`config.mk`:
```
export PLATFORM = sky130hd
export DESIGN_NAME = prdp_ram
export DESIGN_NICKNAME = d
export VERILOG_FILES = /design/src/hdl/prdp_ram.sv
export SDC_FILE = /design/constraint.sdc
export NUM_CORES = 2
export LEC_CHECK = 0
export ABC_AREA = 0
export BUFFER_PORTS_ARGS = -buffer_cell sky130_fd_sc_hd__buf_2
export CAP_MARGIN = 15
export CORE_UTILIZATION = 35
export DETAILED_ROUTE_END_ITERATION = 10
export RECOVER_POWER = 50
export SLEW_MARGIN = 5
export SYNTH_ARGS = -nofsm -noshare
export SYNTH_HDL_FRONTEND = slang
export SYNTH_SLANG_ARGS = --single-unit
```
`constraint.sdc`:
```
create_clock -name clk -period 5 [get_ports clk]
set_input_delay 0.25 -clock clk [delete_from_list [all_inputs] [get_ports clk]]
set_output_delay 0.25 -clock clk [all_outputs]
set_load 0.03 [all_outputs]
```
`src/hdl/prdp_ram.sv`:
```
`timescale 1ns / 1ps
// Generic simple dual-port RAM: one write port, one read port, registered read.
// No dependencies.
module prdp_ram #(
  parameter int WIDTH = 32,
  parameter int DEPTH = 64
) (
  input  logic                     clk,
  input  logic                     we,
  input  logic [$clog2(DEPTH)-1:0] waddr,
  input  logic [WIDTH-1:0]         wdata,
  input  logic                     re,
  input  logic [$clog2(DEPTH)-1:0] raddr,
  output logic [WIDTH-1:0]         rdata
);

  logic [WIDTH-1:0] mem [DEPTH];

  always_ff @(posedge clk) begin
    if (we) begin
      mem[waddr] <= wdata;
    end
    if (re) begin
      rdata <= mem[raddr];
    end
  end

endmodule

```
---- Word level (Yosys, flattened, before mapping) ----
Memory sizes are Yosys's and may differ from the RTL's. A register that Yosys moved wholly into a read port is not among the register bits.
Index checks and enable logic that the tools add are counted.
word-level totals
  bits in registers ....................... 0
  memory bits (writable) .................. 2048
  output and inout bits ................... 32
  word-level logic and storage cells ...... 3
  memories ................................ 1
memories
  name  depth  bits a word  read ports  clocked after Yosys merged registers in  write ports  RTL line  source
  mem   64     32           1           1                                        1            17        logic [WIDTH-1:0] mem [DEPTH];
operators by class
  muxes and demuxes ....................... 2
operator list
  cell               count
  1-bit two-way mux  2

---- Logic depth before layout (Yosys ltp) ----
  depth after elaboration ................. 2
  depth in mapped cells ................... 10
  depth with buffers taken out ............ 5

---- Least setup slack after synthesis ----
OpenSTA, ideal clock, no wires.
  kind .................................... in2reg
  start ................................... in waddr[3]
  end ..................................... mem mem[48][0] (enable)
  arrival time ............................ 2.949 ns
  path slack .............................. 1.590 ns
  stages .................................. 4
  buffers on the path ..................... 1
  cell sequence ........................... clkbuf_1 -> nor2b_1 -> nand4b_1 -> nor3_1
RTL lines
  item             RTL line  source
  start, declared  10        input logic [$clog2(DEPTH)-1:0] waddr,
  end, declared    17
Straight into the memory's write port.

---- Final worst setup path ----
  start ................................... in wdata[14]
  end ..................................... mem mem[52][14], data pin
RTL lines
  item             RTL line  source
  start, declared  11        input logic [WIDTH-1:0] wdata,
Straight into the memory's write port.

==> results.txt <==
The run finished, with violations left. The final reports fail on capacitance limit, slew limit. Counting cells, the worst reg-to-reg path comes to 4. The first global-routing pass estimated 291 mm of wire. The remaining antenna violation count after routing was 0. The number of library cell types mapped by synthesis is 33. The cell type of the slowest stage on the worst timing path was sky130_fd_sc_hd__clkbuf_1.

Across all hold checks on the routed design, the worst slack comes to 0.130 ns. In this run the mean area of a mapped cell was 23.7 µm². The setup path with the least slack is of type input pin to register.

For this run, the slowest stage of the critical path takes 2.78 ns. Gates resized during post-CTS repair numbered 0. TritonCTS built the clock tree. The path with the worst hold slack has its endpoint at mem[54][7]. The H-tree depth came out at 4. Input and output buffers added on the ports amount to 78. For this design the static power due to leakage is 0.0276 µW. Setup skew after layout: 0.0277 ns. Across all setup checks in the final design, the least slack found is 1.69 ns. For flop-to-flop paths, the worst setup slack is 2.31 ns. The cell area after placement was 84,100 µm². For this block, the via count after detailed routing is 37,100. In the synthesized netlist the dominant register cell turns out to be sky130_fd_sc_hd__edfxtp_1. The tightest min-delay check is of the input pin to register type. Counting both buffers and inverters, the worst setup path holds a total of 2. The first TritonRoute pass finished after 5 iterations. Master cell of the clock root buffer: sky130_fd_sc_hd__clkbuf_16. The number of stages on the worst hold path is 3, and the clock latency reported for the late side of the worst-skew pair is 0.85 ns. At the placement stage, the worst setup path has a slack of 1.07 ns. The number of global-route vias before repair is 37,200, and the height of the chip is 477 µm.

The worst register-to-register path begins at mem[27][13]. The top layer used by detailed routing was met5. The area overhead of the layout relative to synthesis works out to 14.5%. At the end of routability-driven placement, the weighted congestion stood at 0.795. The post-route netlist has 29.2% of its cells at a drive strength greater than 1.

After synthesis, the share of flip-flops with an asynchronous set or reset is 0%. The number of enable-type register cells in the synthesized netlist came out at 2,080. The hold violation total from the final report was 0; the area share of the largest cell type after synthesis was 79.2%. The run gives 3 as the maximum count of clock buffers along a single path.

The clock net in this run drives a total of 2,080 sinks. The setup TNS after final layout was 0 ns; the share of the cycle needed by the critical path after routing was 66.1%. In the post-synthesis netlist, the biggest area contributors are sky130_fd_sc_hd__edfxtp_1 (79%), sky130_fd_sc_hd__mux4_2 (16%), sky130_fd_sc_hd__mux2i_1 (1.2%). The tools report the floorplan core area as 223,000 µm². The clock period could shrink to 3.31 ns. The logs give 17.4 mm for the met3 wire length and 208 mm for the routed wire length. The tools report the met2 routed wirelength as 100 mm.

Along the worst path, the maximum fanout reaches 64. The sum of overflow across all layers after global routing is 0. For this run, the number of Yosys warnings is 0.

In the routed layout, each cell is associated on average with a via count of 5.50. Static timing analysis puts the maximum clock frequency at 302 MHz. The tools report the number of antenna violations at the first check in global routing as 23. The category of the worst setup path capture point was a register. For the pin with the worst max-slew slack, the measured transition is 4.17 ns. The final non-filler cell area was 90,200 µm². The floorplan step defined a die boundary enclosing 227,000 µm². In this run the core area contains 173 standard-cell rows.

The tools report the synthesized cell area as 78,800 µm². Setup repair after global routing left no endpoint under its margin. The tools report the register area share after synthesis as 79.2%.

The logs give 121 mm for the HPWL reported at the end of detailed placement and 35.4% for the effective utilization at floorplan. For this run, the post-layout net count is 3,642. Dividing the detail-routed wire length by the instance count gives 30.9 µm. Measured against its own limit, the worst slew margin works out to -178%. The synthesized net count was 3,371. The pin count of the biggest net entering global routing came out at 68.

In this run the count of I/O pins placed on the die edge is 79. The tools report the number of buffers added by the clock tree synthesis step as 197. The synthesized design contains 2,080 register bits. The worst ir drop on vdd is 0.259 mV, and the number of max-slew violations in the final report is 2,088.

Setup violations remaining at the end of the flow were counted as 0. For this run, design rule violations remaining after detail routing come to 0. The clock-pin slew on the worst setup and hold paths was 0.06 ns.

The dominant delay contributor by cell family on the critical path was buffers and inverters. In this run the horizontal extent of the chip is 477 µm. The signal arrival time at the worst endpoint was 3.33 ns. The endpoint identified for the worst register-to-register timing path is rdata[13]. Dividing total power by cell area gives a power density of 400 nW/µm².

The critical path goes through buf_2 > clkbuf_1. For this run, the total global-route usage over all layers was measured as 18.2%. Worst endpoint required time: 5.02 ns. Summed over all instances, the cell type with the most area after synthesis is sky130_fd_sc_hd__edfxtp_1. Instance count of the mapped netlist: 3,324. STA classifies the critical path startpoint as an input pin. Max-cap violations in this run came to 35. The routed metal-1 wire length came out at 83.4 mm. In this run, the number of DRC markers left after iteration 0 of detailed routing was 4,685. The launch instance of the worst min-delay path is waddr[2]. The post-layout total power was 36,100 µW.
worst max path at each step:
stage          startpoint     endpoint  slack, ns  cells after the start
4_1_cts          raddr[0]    rdata[13]       1.97                      6
5_1_grt         wdata[14]  mem[52][14]       1.64                      2
2_1_floorplan    waddr[3]   mem[48][0]       1.59                      4
3_5_place_dp     raddr[0]     rdata[9]       1.07                      6
6_report        wdata[14]  mem[52][14]       1.69                      2
3_3_place_gp     raddr[0]     rdata[9]       1.07                      6
state kept, by name, summed over array words and instances, names as in the netlist:
signal / cells
rdata: 32
mem: 2048
metrics by stage:
| stage | std cells | utilization [%] |
|---|---|---|
| after floorplan | 3324 | - |
| after global placement | 6365 | 37.7 |
| after detailed placement | 6366 | 37.7 |
| after CTS | 6722 | 40.5 |
| after global routing | 6728 | 40.5 |
| final | 6735 | 40.5 |
synthesized netlist by cell type (all sizes together), types with 3 or more instances:
cell type / instances
nor2b: 15
clkbuf: 74
o32ai: 4
a22oi: 12
buf: 108
nand2: 26
o221ai: 27
nand3: 5
nand2b: 8
and3: 4
mux4: 544
or3: 3
a311oi: 8
or3b: 5
mux2i: 93
a21oi: 62
nor3: 7
or2: 3
nor2: 137
o22ai: 84
a41o: 4
nand3b: 5
edfxtp: 2080
layout make-up:
class,count,area (µm²)
Timing Repair Buffer,254,1820
Fill cell,19300,133000
Tap cell,2975,3720
Clock inverter,121,1120
Antenna cell,9,22.5
Multi-Input combinational cell,1062,15900
Clock buffer,234,5150
Sequential cell,2080,62500
kinds of logic after synthesis:
kind of cell,after synthesis,synth area share [%]
multiplexers,637,16.7
buffers and inverters,182,1.12
AND/OR/NAND/NOR,223,1.26
flip-flops,2080,79.2
AO/OA/AOI/OAI,202,1.67
routing by layer:
layer | GRT usage (%) | vias to the layer above
met3 | 3.97 | 300
met2 | 29.1 | 1629
li1 | - | 14900
met5 | 0 | -
met1 | 24.4 | 20300
met4 | 6.49 | 8
timing repair:
item                                   CTS  global route
endpoints found under the hold margin    6            39
hold buffers                             1             2
setup buffers                            0             0
power breakdown:
group / leakage, µW / switching [µW] / internal, µW
Sequential: 0.0187 / 63.5 / 19400
Clock: 0.00309 / 6390 / 8320
Combinational: 0.00581 / 1250 / 645
cell usage in the layout, fill, tap and decap left out, types with 7 or more instances in the layout:
master,instances
sky130_fd_sc_hd__nor2b_1,15
sky130_fd_sc_hd__a311oi_1,8
sky130_fd_sc_hd__clkbuf_1,72
sky130_fd_sc_hd__clkbuf_16,201
sky130_fd_sc_hd__o221ai_1,27
sky130_fd_sc_hd__diode_2,9
sky130_fd_sc_hd__nand2b_1,7
sky130_fd_sc_hd__o22ai_1,84
sky130_fd_sc_hd__nor2_4,59
sky130_fd_sc_hd__edfxtp_1,2080
sky130_fd_sc_hd__mux2i_1,93
sky130_fd_sc_hd__a21oi_1,62
sky130_fd_sc_hd__bufinv_16,19
sky130_fd_sc_hd__nand2_1,26
sky130_fd_sc_hd__clkinv_2,40
sky130_fd_sc_hd__buf_2,68
sky130_fd_sc_hd__nor2_1,78
sky130_fd_sc_hd__buf_4,124
sky130_fd_sc_hd__mux4_2,544
sky130_fd_sc_hd__clkinv_1,48
sky130_fd_sc_hd__a22oi_1,12
sky130_fd_sc_hd__buf_12,16
No activity file was read; power rests on OpenSTA's default activity.
