$ cat src/hdl/prdp_pkg.sv
`timescale 1ns / 1ps
// Package for the page reuse distance profiler.
// Holds the wave control struct, the controller states and fixed constants.
package prdp_pkg;

  localparam int ADDR_W     = 48;
  localparam int PAGE_SHIFT = 12;
  localparam int CNT_W      = 32;
  localparam int NUM_BINS   = 64;
  localparam int BIN_W      = 6;

  localparam logic [BIN_W-1:0] BIN_LAST = BIN_W'(NUM_BINS - 1);
  localparam logic [CNT_W-1:0] CNT_MAX  = '1;

  // Control that travels with the lookup wave from cell to cell.
  typedef struct packed {
    logic             active;        // wave sits at this cell boundary
    logic             found;         // page already matched above
    logic             match_reused;  // reuse mark of the matched entry
    logic             carry_valid;   // entry bumped down from above
    logic             carry_reused;
    logic [BIN_W-1:0] stack_pos;     // depth of the next cell, capped
  } wave_t;

  typedef enum logic [1:0] {
    ST_IDLE,
    ST_WALK,
    ST_BIN,
    ST_FIN
  } state_t;

  function automatic logic [CNT_W-1:0] sat_inc(input logic [CNT_W-1:0] v);
    return (v == CNT_MAX) ? v : v + CNT_W'(1);
  endfunction

endpackage

$ cat src/hdl/prdp_cell.sv
`timescale 1ns / 1ps
// One recency stack entry with its compare and bump-down logic.
// Depends on prdp_pkg for wave_t and the distance cap.
module prdp_cell import prdp_pkg::*; #(
  parameter int PAGE_BITS = 36
) (
  input  logic                 clk,
  input  logic                 rst,
  input  wave_t                wave_in,
  input  logic [PAGE_BITS-1:0] key_in,
  input  logic [PAGE_BITS-1:0] carry_in,
  input  logic                 set_reused,
  output wave_t                wave_out,
  output logic [PAGE_BITS-1:0] key_out,
  output logic [PAGE_BITS-1:0] carry_out
);

  logic [PAGE_BITS-1:0] page;
  logic                 valid;
  logic                 reused;
  wave_t                wave_next;
  logic [PAGE_BITS-1:0] carry_next;
  logic                 take;
  logic                 match;

  assign take  = wave_in.active && !wave_in.found;
  assign match = take && valid && (page == key_in);

  always_comb begin
    wave_next  = wave_in;
    carry_next = carry_in;
    if (match) begin
      wave_next.found        = 1'b1;
      wave_next.match_reused = reused;
    end else if (take) begin
      // hand the old entry one place deeper
      wave_next.carry_valid  = valid;
      wave_next.carry_reused = reused;
      carry_next             = page;
      wave_next.stack_pos    = (wave_in.stack_pos == BIN_LAST) ? wave_in.stack_pos
                                                               : wave_in.stack_pos + BIN_W'(1);
    end
  end

  always_ff @(posedge clk) begin
    if (rst) begin
      valid  <= 1'b0;
      reused <= 1'b0;
    end else begin
      if (take) begin
        valid  <= wave_in.carry_valid;
        reused <= wave_in.carry_reused;
      end
      if (set_reused) begin
        reused <= 1'b1;
      end
    end
  end

  always_ff @(posedge clk) begin
    if (rst) begin
      wave_out.active <= 1'b0;
    end else begin
      wave_out.active <= wave_next.active;
    end
    if (take) begin
      page <= carry_in;
    end
    wave_out.found        <= wave_next.found;
    wave_out.match_reused <= wave_next.match_reused;
    wave_out.carry_valid  <= wave_next.carry_valid;
    wave_out.carry_reused <= wave_next.carry_reused;
    wave_out.stack_pos    <= wave_next.stack_pos;
    key_out               <= key_in;
    carry_out             <= carry_next;
  end

endmodule

$ cat config.mk
export PLATFORM = sky130hd
export DESIGN_NAME = prdp_cell
export DESIGN_NICKNAME = d
export VERILOG_FILES = /design/src/hdl/prdp_pkg.sv /design/src/hdl/prdp_cell.sv
export SDC_FILE = /design/constraint.sdc
export NUM_CORES = 1
export LEC_CHECK = 0
export CORE_MARGIN = 2
export CORE_UTILIZATION = 30
export DETAILED_ROUTE_END_ITERATION = 8
export DONT_BUFFER_PORTS = 1
export PLACE_DENSITY = 0.49
export SETUP_SLACK_MARGIN = 0.02
export SLEW_MARGIN = 20
export SYNTH_ARGS = -nofsm -noshare
export SYNTH_HDL_FRONTEND = slang
export SYNTH_SLANG_ARGS = --single-unit
$ cat constraint.sdc
create_clock -name clk -period 2.31 [get_ports clk]
set_input_delay 0.231 -clock clk [delete_from_list [all_inputs] [get_ports clk]]
set_output_delay 0.231 -clock clk [all_outputs]
set_load 0.02 [all_outputs]
* Word level (Yosys, flattened, before mapping)
Cells that the tools add are included. Widths: inputs -> output; s select.
Storage, ports and cells: flip-flop bits (word level) 121, input port bits 86, output and inout port bits 83, logic and storage cells 27
Cells by class: add/subtract/negate cells 1, equality and inequality tests 2, mux-type cells 8, reduce and logical (&&, ||, !) cells 5
Operators with widths (count):
- $mux 36 | 2
- $eq 36x36->1 | 1
- $mux 8 | 2
- $add 6x1->6 const B | 1
- $eq 6x6->1 const B | 1
- $mux 6 | 1
- $logic_and 1x1->1 | 3
- $mux 1 | 3
- $reduce_bool 2->1 | 1
- $logic_not 1->1 | 1

* Longest topological paths before layout
Gate-level depths: netlist of run 1.
word-level depth 5, gate-level depth with buffers 8, depth with buffers taken out 6

* Worst setup path before layout of run 1
Ideal clock, no wire load.
path type flip-flop to flip-flop, start register page[24], end register carry_out[16], library setup time 0.121 ns, arrival 1.992 ns, data required time 2.189 ns, setup slack 0.197 ns, cell stages (with the launch flop) 9, path buffers 2, clock period less this slack 2.113 ns, cells stage by stage edfxtp_1 xor2_1 nor4_1 nand3_1 nor4_4 nor2_2 buf_6 buf_6 mux2_4
On the way: cells in the longest elaborated chain, start to end 3
Ends and longest elaborated chain:
- start: declaration | RTL line prdp_cell.sv:18 | logic [PAGE_BITS-1:0] page;
- start signal: assignment | RTL line prdp_cell.sv:67 | page <= carry_in;
- $eq 36x36->1 | RTL line prdp_cell.sv:27 | assign match = take && valid && (page == key_in);
- $logic_and 1x1->1 | RTL line prdp_cell.sv:27
- $mux 36 | RTL line prdp_cell.sv:32 | if (match) begin
- named net carry_next[16] | RTL line prdp_cell.sv:22 | logic [PAGE_BITS-1:0] carry_next;
- end signal: assignment | RTL line prdp_cell.sv:75 | carry_out <= carry_next;
- end: declaration | RTL line prdp_cell.sv:15 | output logic [PAGE_BITS-1:0] carry_out
The timed path passes the listed nets, and every way through them passes these cells. A chain may end at the register's enable or synchronous reset.

* Worst setup path after layout of run 1
start register page[31], end register carry_out[25]
Same word-level chain as after synthesis.

==> flow_summary.json, run 1 <==
{
  "status": "finished, final reports clean",
  "slew_violations": 0,
  "core_area_um2": 12800,
  "final_cell_mix": "dlygate4sd3_1 (87), dfxtp_1 (85), xor2_1 (37), edfxtp_1 (36), mux2_2 (22)",
  "hpwl_um": 5850,
  "synth_fa_ha_area_share_pct": 0.316,
  "rsz0062_at_grt": "yes",
  "numPortBuffers": 0,
  "dp_slack_ns": -0.201,
  "period_minus_slack_ns": 2.25,
  "num_vias": 2356,
  "diodes": 0,
  "grt_pass1_vias": 2607,
  "whs_ns": 0.0531,
  "worstHoldPathType": "in2reg",
  "synth.yosys.warnings": 0,
  "cts_tree": "yes",
  "cpLargestDelayFamily": "simple AND/OR/NAND/NOR gates",
  "dpl_cell_area_um2": 4250,
  "final_antenna_net_count": 0,
  "cts_buffers": 17,
  "root_buffer": "clkbuf_16",
  "synth_xor_area_share_pct": 8.19,
  "synth-seq-cells": 121,
  "startpoint": "page[31]",
  "relSlewSlack_pct": 71.9,
  "fin_nets": 454,
  "overflow": 0,
  "tns_ns": 0,
  "synth_top_family_by_area": "multiplexers",
  "place_congestion": 0.708,
  "rr_startpoint": "page[31]",
  "postLayoutCellArea_um2": 5790,
  "syn_avg_cell_area_um2": 15.7,
  "holdCritStartpoint": "wave_in[5]",
  "cp_max_fo": 16,
  "multi_input_area_um2": 1190,
  "syn2layout_area_growth_pct": 46.3,
  "yosys.area_share.simple_pct": 5.15,
  "syn-instance-count": 252,
  "wire_per_inst_um": 16.2,
  "clk_path_buf_depth": 2,
  "first_pass_iters": 4,
  "grt_use_total_pct": 13.2,
  "cts.clk_slew.worst_paths_ns": 0.05,
  "crit_chain": "xor2_1 -> nor4_2 -> nand2_1 -> nor4_4 -> nor2_4 -> buf_12 -> mux2_4",
  "via_per_inst": 4.27,
  "die_area_um2": 14100,
  "worst_slack_ns": 0.0563,
  "layout_worst_path_cycle_share_pct": 97.6,
  "antenna_found_initial": 0,
  "critPathSlowestCell": "nor4_2",
  "final_common_cell": "dlygate4sd3_1",
  "cp-end-kind": "flop",
  "peakVddDrop_v": 0.000553,
  "chipHeight_um": 119,
  "power_density_nw_per_um2": 947,
  "syn_nets": 339,
  "met3_wirelength_um": 691,
  "first_iter_violations": 69,
  "cpPeakStageDelay_ns": 0.44,
  "synth_cell_types": 25,
  "rows": 41,
  "routed.top_layer": "met4",
  "crit_type": "reg2reg",
  "max-cap-violations": 0,
  "fin_skew_ns": 0.0104,
  "met2_length_um": 4300,
  "leakagePower_nw": 2.29,
  "fillers": 1172,
  "finalHoldViolCount": 0,
  "arrival_ns": 2.55,
  "worst_pin_slew_ns": 0.418,
  "cts_sinks": 121,
  "regArea_um2": 2780,
  "grt_pass1_wl_um": 13900,
  "io_pins": 169,
  "fin_util_pct": 45.3,
  "synth_area_um2": 3960,
  "setup_viol": 0,
  "clock_latency_ns": 0.41,
  "path_buf_inv": 1,
  "critPathLaunchType": "flop",
  "synthMuxAreaShare_pct": 13.7,
  "routed_wl_um": 8930,
  "wl_met1_um": 3790,
  "htreeDepth": 4,
  "grt_max_degree": 42,
  "drc": 0,
  "drive_above_1_share_pct": 24.7,
  "ys_seq_area_share_pct": 70.3,
  "synth_compound_area_share_pct": 1.04,
  "required_ns": 2.60,
  "initial_core_util_pct": 31.0,
  "die_w_um": 119,
  "fmax_ghz": 0.444
}
## area by class of cell
cell class	count	area share [%]
clock buffers	19	8.01
clock inverters	13	2.16
inverters	3	0.194
multi-input cells	124	20.5
flip-flops and latches	121	48.0
well taps	172	3.72
repair buffers	100	17.4
## cells in the mapped netlist
| master | n | share of area [%] |
|---|---|---|
| nor2_1 | 3 | 0.28 |
| buf_6 | 3 | 0.85 |
| or3_1 | 1 | 0.16 |
| nor3_1 | 2 | 0.25 |
| a2bb2oi_1 | 1 | 0.22 |
| nor2b_1 | 1 | 0.16 |
| nand4_1 | 2 | 0.32 |
| nor4_1 | 9 | 1.4 |
| ha_1 | 1 | 0.32 |
| clkinv_1 | 1 | 0.095 |
| xor2_1 | 37 | 8.2 |
| mux2_4 | 19 | 7.2 |
| nor2_2 | 1 | 0.16 |
| a31oi_1 | 2 | 0.32 |
| nand3_1 | 2 | 0.25 |
| edfxtp_1 | 36 | 27 |
| nor4_4 | 1 | 0.54 |
| buf_2 | 1 | 0.13 |
| mux2_2 | 23 | 6.5 |
| nand2_1 | 12 | 1.1 |
| o21ai_0 | 1 | 0.13 |
| nand2b_1 | 3 | 0.47 |
| a21oi_1 | 3 | 0.38 |
| dfxtp_1 | 85 | 43 |
| inv_1 | 2 | 0.19 |
## what timing repair did
action                     in CTS  in global routing
setup buffers                   1                  2
hold buffers                   87                  0
hold endpoints to repair      121                  0
gates cloned                    0                  0
setup endpoints to repair      45                 44
resized for setup               6                  4
pin swaps                       4                  3
## flip-flops by register name (all words and copies together), names as in the netlist
signal and count:
carry_out 36, key_out 36, page 36, reused 1
valid 1, wave_out 11
## through the flow
stage	instances	total power, W
6_report	552	0.00548
5_1_grt	552	0.00570
4_1_cts	550	0.00557
3_5_place_dp	430	0.00280
3_3_place_gp	430	0.00280
2_1_floorplan	252	0.00273
## final timing paths
check / end / slack, ns / cells past startpoint
setup / recovery: carry_out[25] / 0.06 / 7
hold / removal: wave_out[4] / 0.05 / 2
setup reg to reg: carry_out[25] / 0.06 / 7
hold reg to reg: carry_out[27] / 0.52 / 1
## where the power goes
part           internal, W  switching (W)
sequential         0.00234       0.000196
clock              0.00166       0.000924
combinational     0.000230       0.000130
## worst reg2reg max path, stage by stage (launching register included)
cell,delay (ns)
edfxtp_1,0.40
xor2_1,0.17
nor4_2,0.44
nand2_1,0.20
nor4_4,0.36
nor2_4,0.09
buf_12,0.17
mux2_4,0.31
## layer usage
metal | global-route usage [%] | vias up
li1 | - | 1122
met1 | 15.4 | 1115
met2 | 20.4 | 108
met3 | 6.47 | 11
met4 | 6.25 | 0
met5 | 0 | -
## kinds of logic (layout without fill, tap and decap cells)
kind of cell | count (synthesis) | count (layout)
XOR/XNOR | 37 | 37
AO/OA/AOI/OAI | 7 | 7
flip-flops | 121 | 121
adder cells (fa/ha/maj) | 1 | 1
AND/OR/NAND/NOR | 37 | 37
multiplexers | 42 | 42
buffers and inverters | 7 | 135
Note: power is estimated with default switching activity, not from simulation.
==> run 2, diff against run 1 <==
CORE_ASPECT_RATIO = 0.7   (was unset)
==> flow_summary.json, run 2 (same netlist as run 1, synthesis figures left out) <==
{
  "fmax_ghz": 0.427,
  "setup_viol": 17,
  "fillers": 1168,
  "overflow": 0,
  "initial_core_util_pct": 30.4,
  "routed_wl_um": 8680,
  "critPathSlowestCell": "nor4_2",
  "chipHeight_um": 100,
  "grt_pass1_wl_um": 13300,
  "worst_pin_slew_ns": 0.445,
  "wire_per_inst_um": 16.0,
  "hold_end": "wave_out[2]",
  "swShare_pct": 23.4,
  "reg_top3": "carry_out: 36 flops, key_out: 36 flops, page: 36 flops",
  "clk_path_buf_depth": 2,
  "grt_pass1_vias": 2546,
  "status": "finished, violations left",
  "cts_buffers": 17,
  "r2r-end": "carry_out[31]",
  "drc": 0,
  "power_density_nw_per_um2": 961,
  "layout_worst_path_cycle_share_pct": 101,
  "num_vias": 2346,
  "die_area_um2": 14100,
  "core_area_um2": 13000,
  "fin_nets": 450,
  "max-cap-violations": 0,
  "violations": "negative setup slack",
  "cts_tree": "yes",
  "via_per_inst": 4.34,
  "numPortBuffers": 0,
  "relSlewSlack_pct": 70.1,
  "first_iter_violations": 60,
  "pwr-share-clk_pct": 47.6,
  "hpwl_um": 5740,
  "final_cell_mix": "dfxtp_1 (85), dlygate4sd3_1 (85), xor2_1 (37), edfxtp_1 (36), mux2_2 (22)",
  "syn2layout_area_growth_pct": 44.7,
  "rows": 35,
  "holdCritStartpoint": "wave_in[2]",
  "regArea_um2": 2780,
  "cp_max_fo": 24,
  "cts_sinks": 121,
  "cpPeakStageDelay_ns": 0.46,
  "die_w_um": 141,
  "place_congestion": 0.715,
  "first_pass_iters": 4,
  "tns_ns": -0.320,
  "crit_type": "reg2reg",
  "finalHoldViolCount": 0,
  "cts.clk_slew.worst_paths_ns": 0.06,
  "final_antenna_net_count": 0,
  "power.switching_w": 0.00129,
  "critPathLaunchType": "flop",
  "clock_latency_ns": 0.40,
  "leakagePower_nw": 2.27,
  "root_buffer": "clkbuf_16",
  "fin_skew_ns": 0.00555,
  "grt_max_degree": 30,
  "htreeDepth": 4,
  "arrival_ns": 2.64,
  "p_int_w": 0.00422,
  "stdcell_count": 541,
  "comb_power_share_pct": 6.3,
  "multi_input_area_um2": 1170,
  "cp.depth": 8,
  "dp_cells": 423,
  "rsz0062_at_grt": "yes",
  "required_ns": 2.60,
  "cpLargestDelayFamily": "simple AND/OR/NAND/NOR gates",
  "drive_above_1_share_pct": 24.8,
  "worstHoldPathType": "in2reg",
  "path_buf_inv": 2,
  "period_minus_slack_ns": 2.34,
  "diodes": 0,
  "worst_slack_ns": -0.0324,
  "peakVddDrop_v": 0.000456,
  "io_pins": 169,
  "p_seq_share_pct": 46.0,
  "rr_startpoint": "page[31]",
  "r2r_cells": 8,
  "cp-end-kind": "flop",
  "min_path_cells": 1,
  "grt_use_total_pct": 12.6,
  "slew_violations": 0,
  "crit_chain": "xor2_1 -> nor4_2 -> buf_4 -> nand2_2 -> nor4_4 -> nor2_4 -> buf_12 -> mux2_4",
  "antenna_found_initial": 0,
  "rrSetupSlack_ns": -0.03
}
run 2: cell types whose count changed in the layout (fill, tap and decap cells not counted), moves of 2 or more:
cell           previous run  this run
dlygate4sd3_1            87        85
nor4_2                    4         2
clkinvlp_4                1         3
inv_6                     0         2
clkinv_2                  4         2
clkinv_1                  3         0
nor4_1                    4         6
run 2: what timing repair did:
| item | 4_1_cts | 5_1_grt |
|---|---|---|
| setup buffers | 2 | 0 |
| endpoints found under the setup margin | 45 | 45 |
| pin swaps | 4 | 1 |
| endpoints found under the hold margin | 119 | 0 |
| hold buffers | 85 | 0 |
| gates resized for setup | 3 | 6 |
run 2: layout make-up:
type	count	share of cell area, %
inverters	3	0.197
multi-input cells	124	20.5
clock inverters	13	2.49
well taps	166	3.63
repair buffers	96	16.7
clock buffers	18	7.86
flip-flops and latches	121	48.6
run 2: worst reg2reg max path: cells and delay by family (launching register included):
family | cells | cell delay, ns
simple gates | 4 | 0.97
buf+inv | 2 | 0.37
mux | 1 | 0.34
xor+xnor | 1 | 0.17
flops | 1 | 0.40
run 2: worst max-delay path by stage:
stage | endpoint | from
floorplan | carry_out[16] | page[24]
global placement | carry_out[31] | page[14]
detailed placement | carry_out[31] | page[14]
CTS | carry_out[31] | page[27]
global route | carry_out[34] | page[15]
finish | carry_out[31] | page[31]
run 2: power by group through the flow:
stage	Clock, W	Combinational [W]	Sequential [W]
6_report	0.00262	0.000348	0.00254
5_1_grt	0.00281	0.000378	0.00255
4_1_cts	0.00270	0.000343	0.00254
3_5_place_dp	0	0.000211	0.00258
3_3_place_gp	0	0.000212	0.00258
2_1_floorplan	0	0.000168	0.00256
run 2: through the flow:
step           utilization, %  hold WS, ns  power (W)  cell area [µm²]  worst slack (ns)
2_1_floorplan               -        0.259    0.00273             3960             0.197
3_3_place_gp             32.5        0.259    0.00279             4230            -0.206
3_5_place_dp             32.5        0.259    0.00279             4230            -0.212
4_1_cts                  43.8      0.00421    0.00558             5700           0.00206
5_1_grt                  44.0     0.000711    0.00574             5730           -0.0983
6_report                 44.0       0.0232    0.00551             5730           -0.0324
run 2: metal layers:
metal / vias to the layer above / global-route usage [%] / routed length, µm
met2: 127 / 18.1 / 3610
li1: 1106 / - / -
met3: 12 / 6.35 / 750
met1: 1101 / 16.3 / 4200
met5: - / 0 / 0
met4: 0 / 4.62 / 123
==> run 3, diff against run 2 <==
GPL_TIMING_DRIVEN = 0   (was unset)
==> flow_summary.json, run 3 (same netlist as run 1, synthesis figures left out) <==
{
  "status": "finished, final reports clean",
  "tns_ns": 0,
  "required_ns": 2.60,
  "finalHoldViolCount": 0,
  "hpwl_um": 5880,
  "fin_nets": 452,
  "min_path_cells": 2,
  "place_congestion": 0.683,
  "cts_tree": "yes",
  "io_pins": 169,
  "drive_above_1_share_pct": 25.9,
  "worstHoldPathType": "in2reg",
  "reg_top3": "carry_out: 36 flops, key_out: 36 flops, page: 36 flops",
  "cp-end-kind": "flop",
  "period_minus_slack_ns": 2.22,
  "holdCritStartpoint": "wave_in[4]",
  "final_cell_mix": "dfxtp_1 (85), dlygate4sd3_1 (85), xor2_1 (36), edfxtp_1 (36), mux2_2 (22)",
  "critPathLaunchType": "flop",
  "slew_violations": 0,
  "r2r-end": "carry_out[17]",
  "cp_max_fo": 10,
  "core_area_um2": 13000,
  "worst_pin_slew_ns": 0.421,
  "cts.clk_slew.worst_paths_ns": 0.06,
  "initial_core_util_pct": 30.4,
  "via_per_inst": 4.34,
  "grt_use_total_pct": 13.2,
  "die_area_um2": 14100,
  "die_w_um": 141,
  "final_antenna_net_count": 0,
  "peakVddDrop_v": 0.000445,
  "numPortBuffers": 0,
  "cts_buffers": 17,
  "crit_type": "reg2reg",
  "dpl_cell_area_um2": 4190,
  "routed_wl_um": 9380,
  "layout_worst_path_cycle_share_pct": 96.2,
  "setup_viol": 0,
  "rrSetupSlack_ns": 0.09,
  "dp_slack_ns": -0.531,
  "syn2layout_area_growth_pct": 46.6,
  "clk_path_buf_depth": 2,
  "relSlewSlack_pct": 71.9,
  "arrival_ns": 2.51,
  "dp_cells": 419,
  "root_buffer": "clkbuf_16",
  "stdcell_count": 544,
  "htreeDepth": 4,
  "overflow": 0,
  "cts_sinks": 121,
  "max-cap-violations": 0,
  "clock_latency_ns": 0.41,
  "rsz0062_at_grt": "yes",
  "first_pass_iters": 4,
  "first_iter_violations": 49,
  "grt_pass1_vias": 2509,
  "power_density_nw_per_um2": 958,
  "worst_slack_ns": 0.0875,
  "rr_startpoint": "page[14]",
  "postLayoutCellArea_um2": 5800,
  "drc": 0,
  "rows": 35,
  "grt_pass1_wl_um": 13600,
  "chipHeight_um": 100,
  "leakagePower_nw": 2.28,
  "wire_per_inst_um": 17.2,
  "num_vias": 2359,
  "fmax_ghz": 0.450,
  "r2r_cells": 9,
  "antenna_found_initial": 0,
  "diodes": 0,
  "hold_end": "wave_out[4]",
  "fin_skew_ns": 0.00653,
  "grt_max_degree": 24
}
-- run 3: cell count changes in the layout (fill, tap and decap cells not counted), sizes merged --
cell,before,now
buf,11,12
clkinv,5,2
clkinvlp,3,2
inv,6,11
clkbuf,18,19
-- run 3: per-layer routing --
metal	GRT usage [%]	wire, µm	up-vias
met5	0	0	-
met4	5.77	133	0
met3	5.44	783	14
met2	19.9	4220	118
met1	16.8	4240	1107
li1	-	-	1120
-- run 3: power by group --
group	total, W	switching [W]	internal, W
clock	0.00264	0.00103	0.00162
sequential	0.00254	0.000195	0.00234
combinational	0.000375	0.000142	0.000233
-- run 3: final cells by class --
cell class | instances | area [µm²]
tap | 166 | 208
fill | 1168 | 7200
clock inverter | 14 | 160
buffer | 4 | 56.3
timing repair buffer | 94 | 952
inverter | 3 | 12.5
multi-input combinational | 124 | 1200
sequential | 121 | 2780
clock buffer | 18 | 429
-- run 3: repair_timing --
item                                    in CTS  in global routing
hold endpoints to repair                   121                  0
pin swaps                                    4                  4
endpoints found under the setup margin      44                 42
cloned                                       0                  1
setup buffers                                5                  3
hold buffers                                85                  0
gates resized for setup                      6                 11
-- run 3: worst max-delay path by stage --
stage,startpoint,endpoint,slack (ns)
floorplan,page[24],carry_out[16],0.20
global route,page[14],carry_out[16],-0.06
CTS,page[27],carry_out[33],-0.04
detailed placement,page[14],carry_out[31],-0.53
finish,page[14],carry_out[17],0.09
global placement,wave_in[9],wave_out[5],-0.60
-- run 3: worst max-delay path: stages, from the launching register on --
cell and delay, ns:
edfxtp_1 0.42, xor2_2 0.19, nor4_4 0.36, nand4_1 0.12
buf_4 0.17, nor4_4 0.17, nor2_2 0.07, buf_6 0.15
buf_12 0.15, mux2_4 0.30
-- run 3: metrics by stage --
| step | hold slack, ns | utilization (%) | total power [W] |
|---|---|---|---|
| 6_report | 0.0226 | 44.6 | 0.00556 |
| 2_1_floorplan | 0.259 | - | 0.00273 |
| 3_3_place_gp | 0.259 | 32.0 | 0.00279 |
| 3_5_place_dp | 0.259 | 32.2 | 0.00279 |
| 5_1_grt | 0.00887 | 44.6 | 0.00577 |
| 4_1_cts | 0.00738 | 43.8 | 0.00560 |
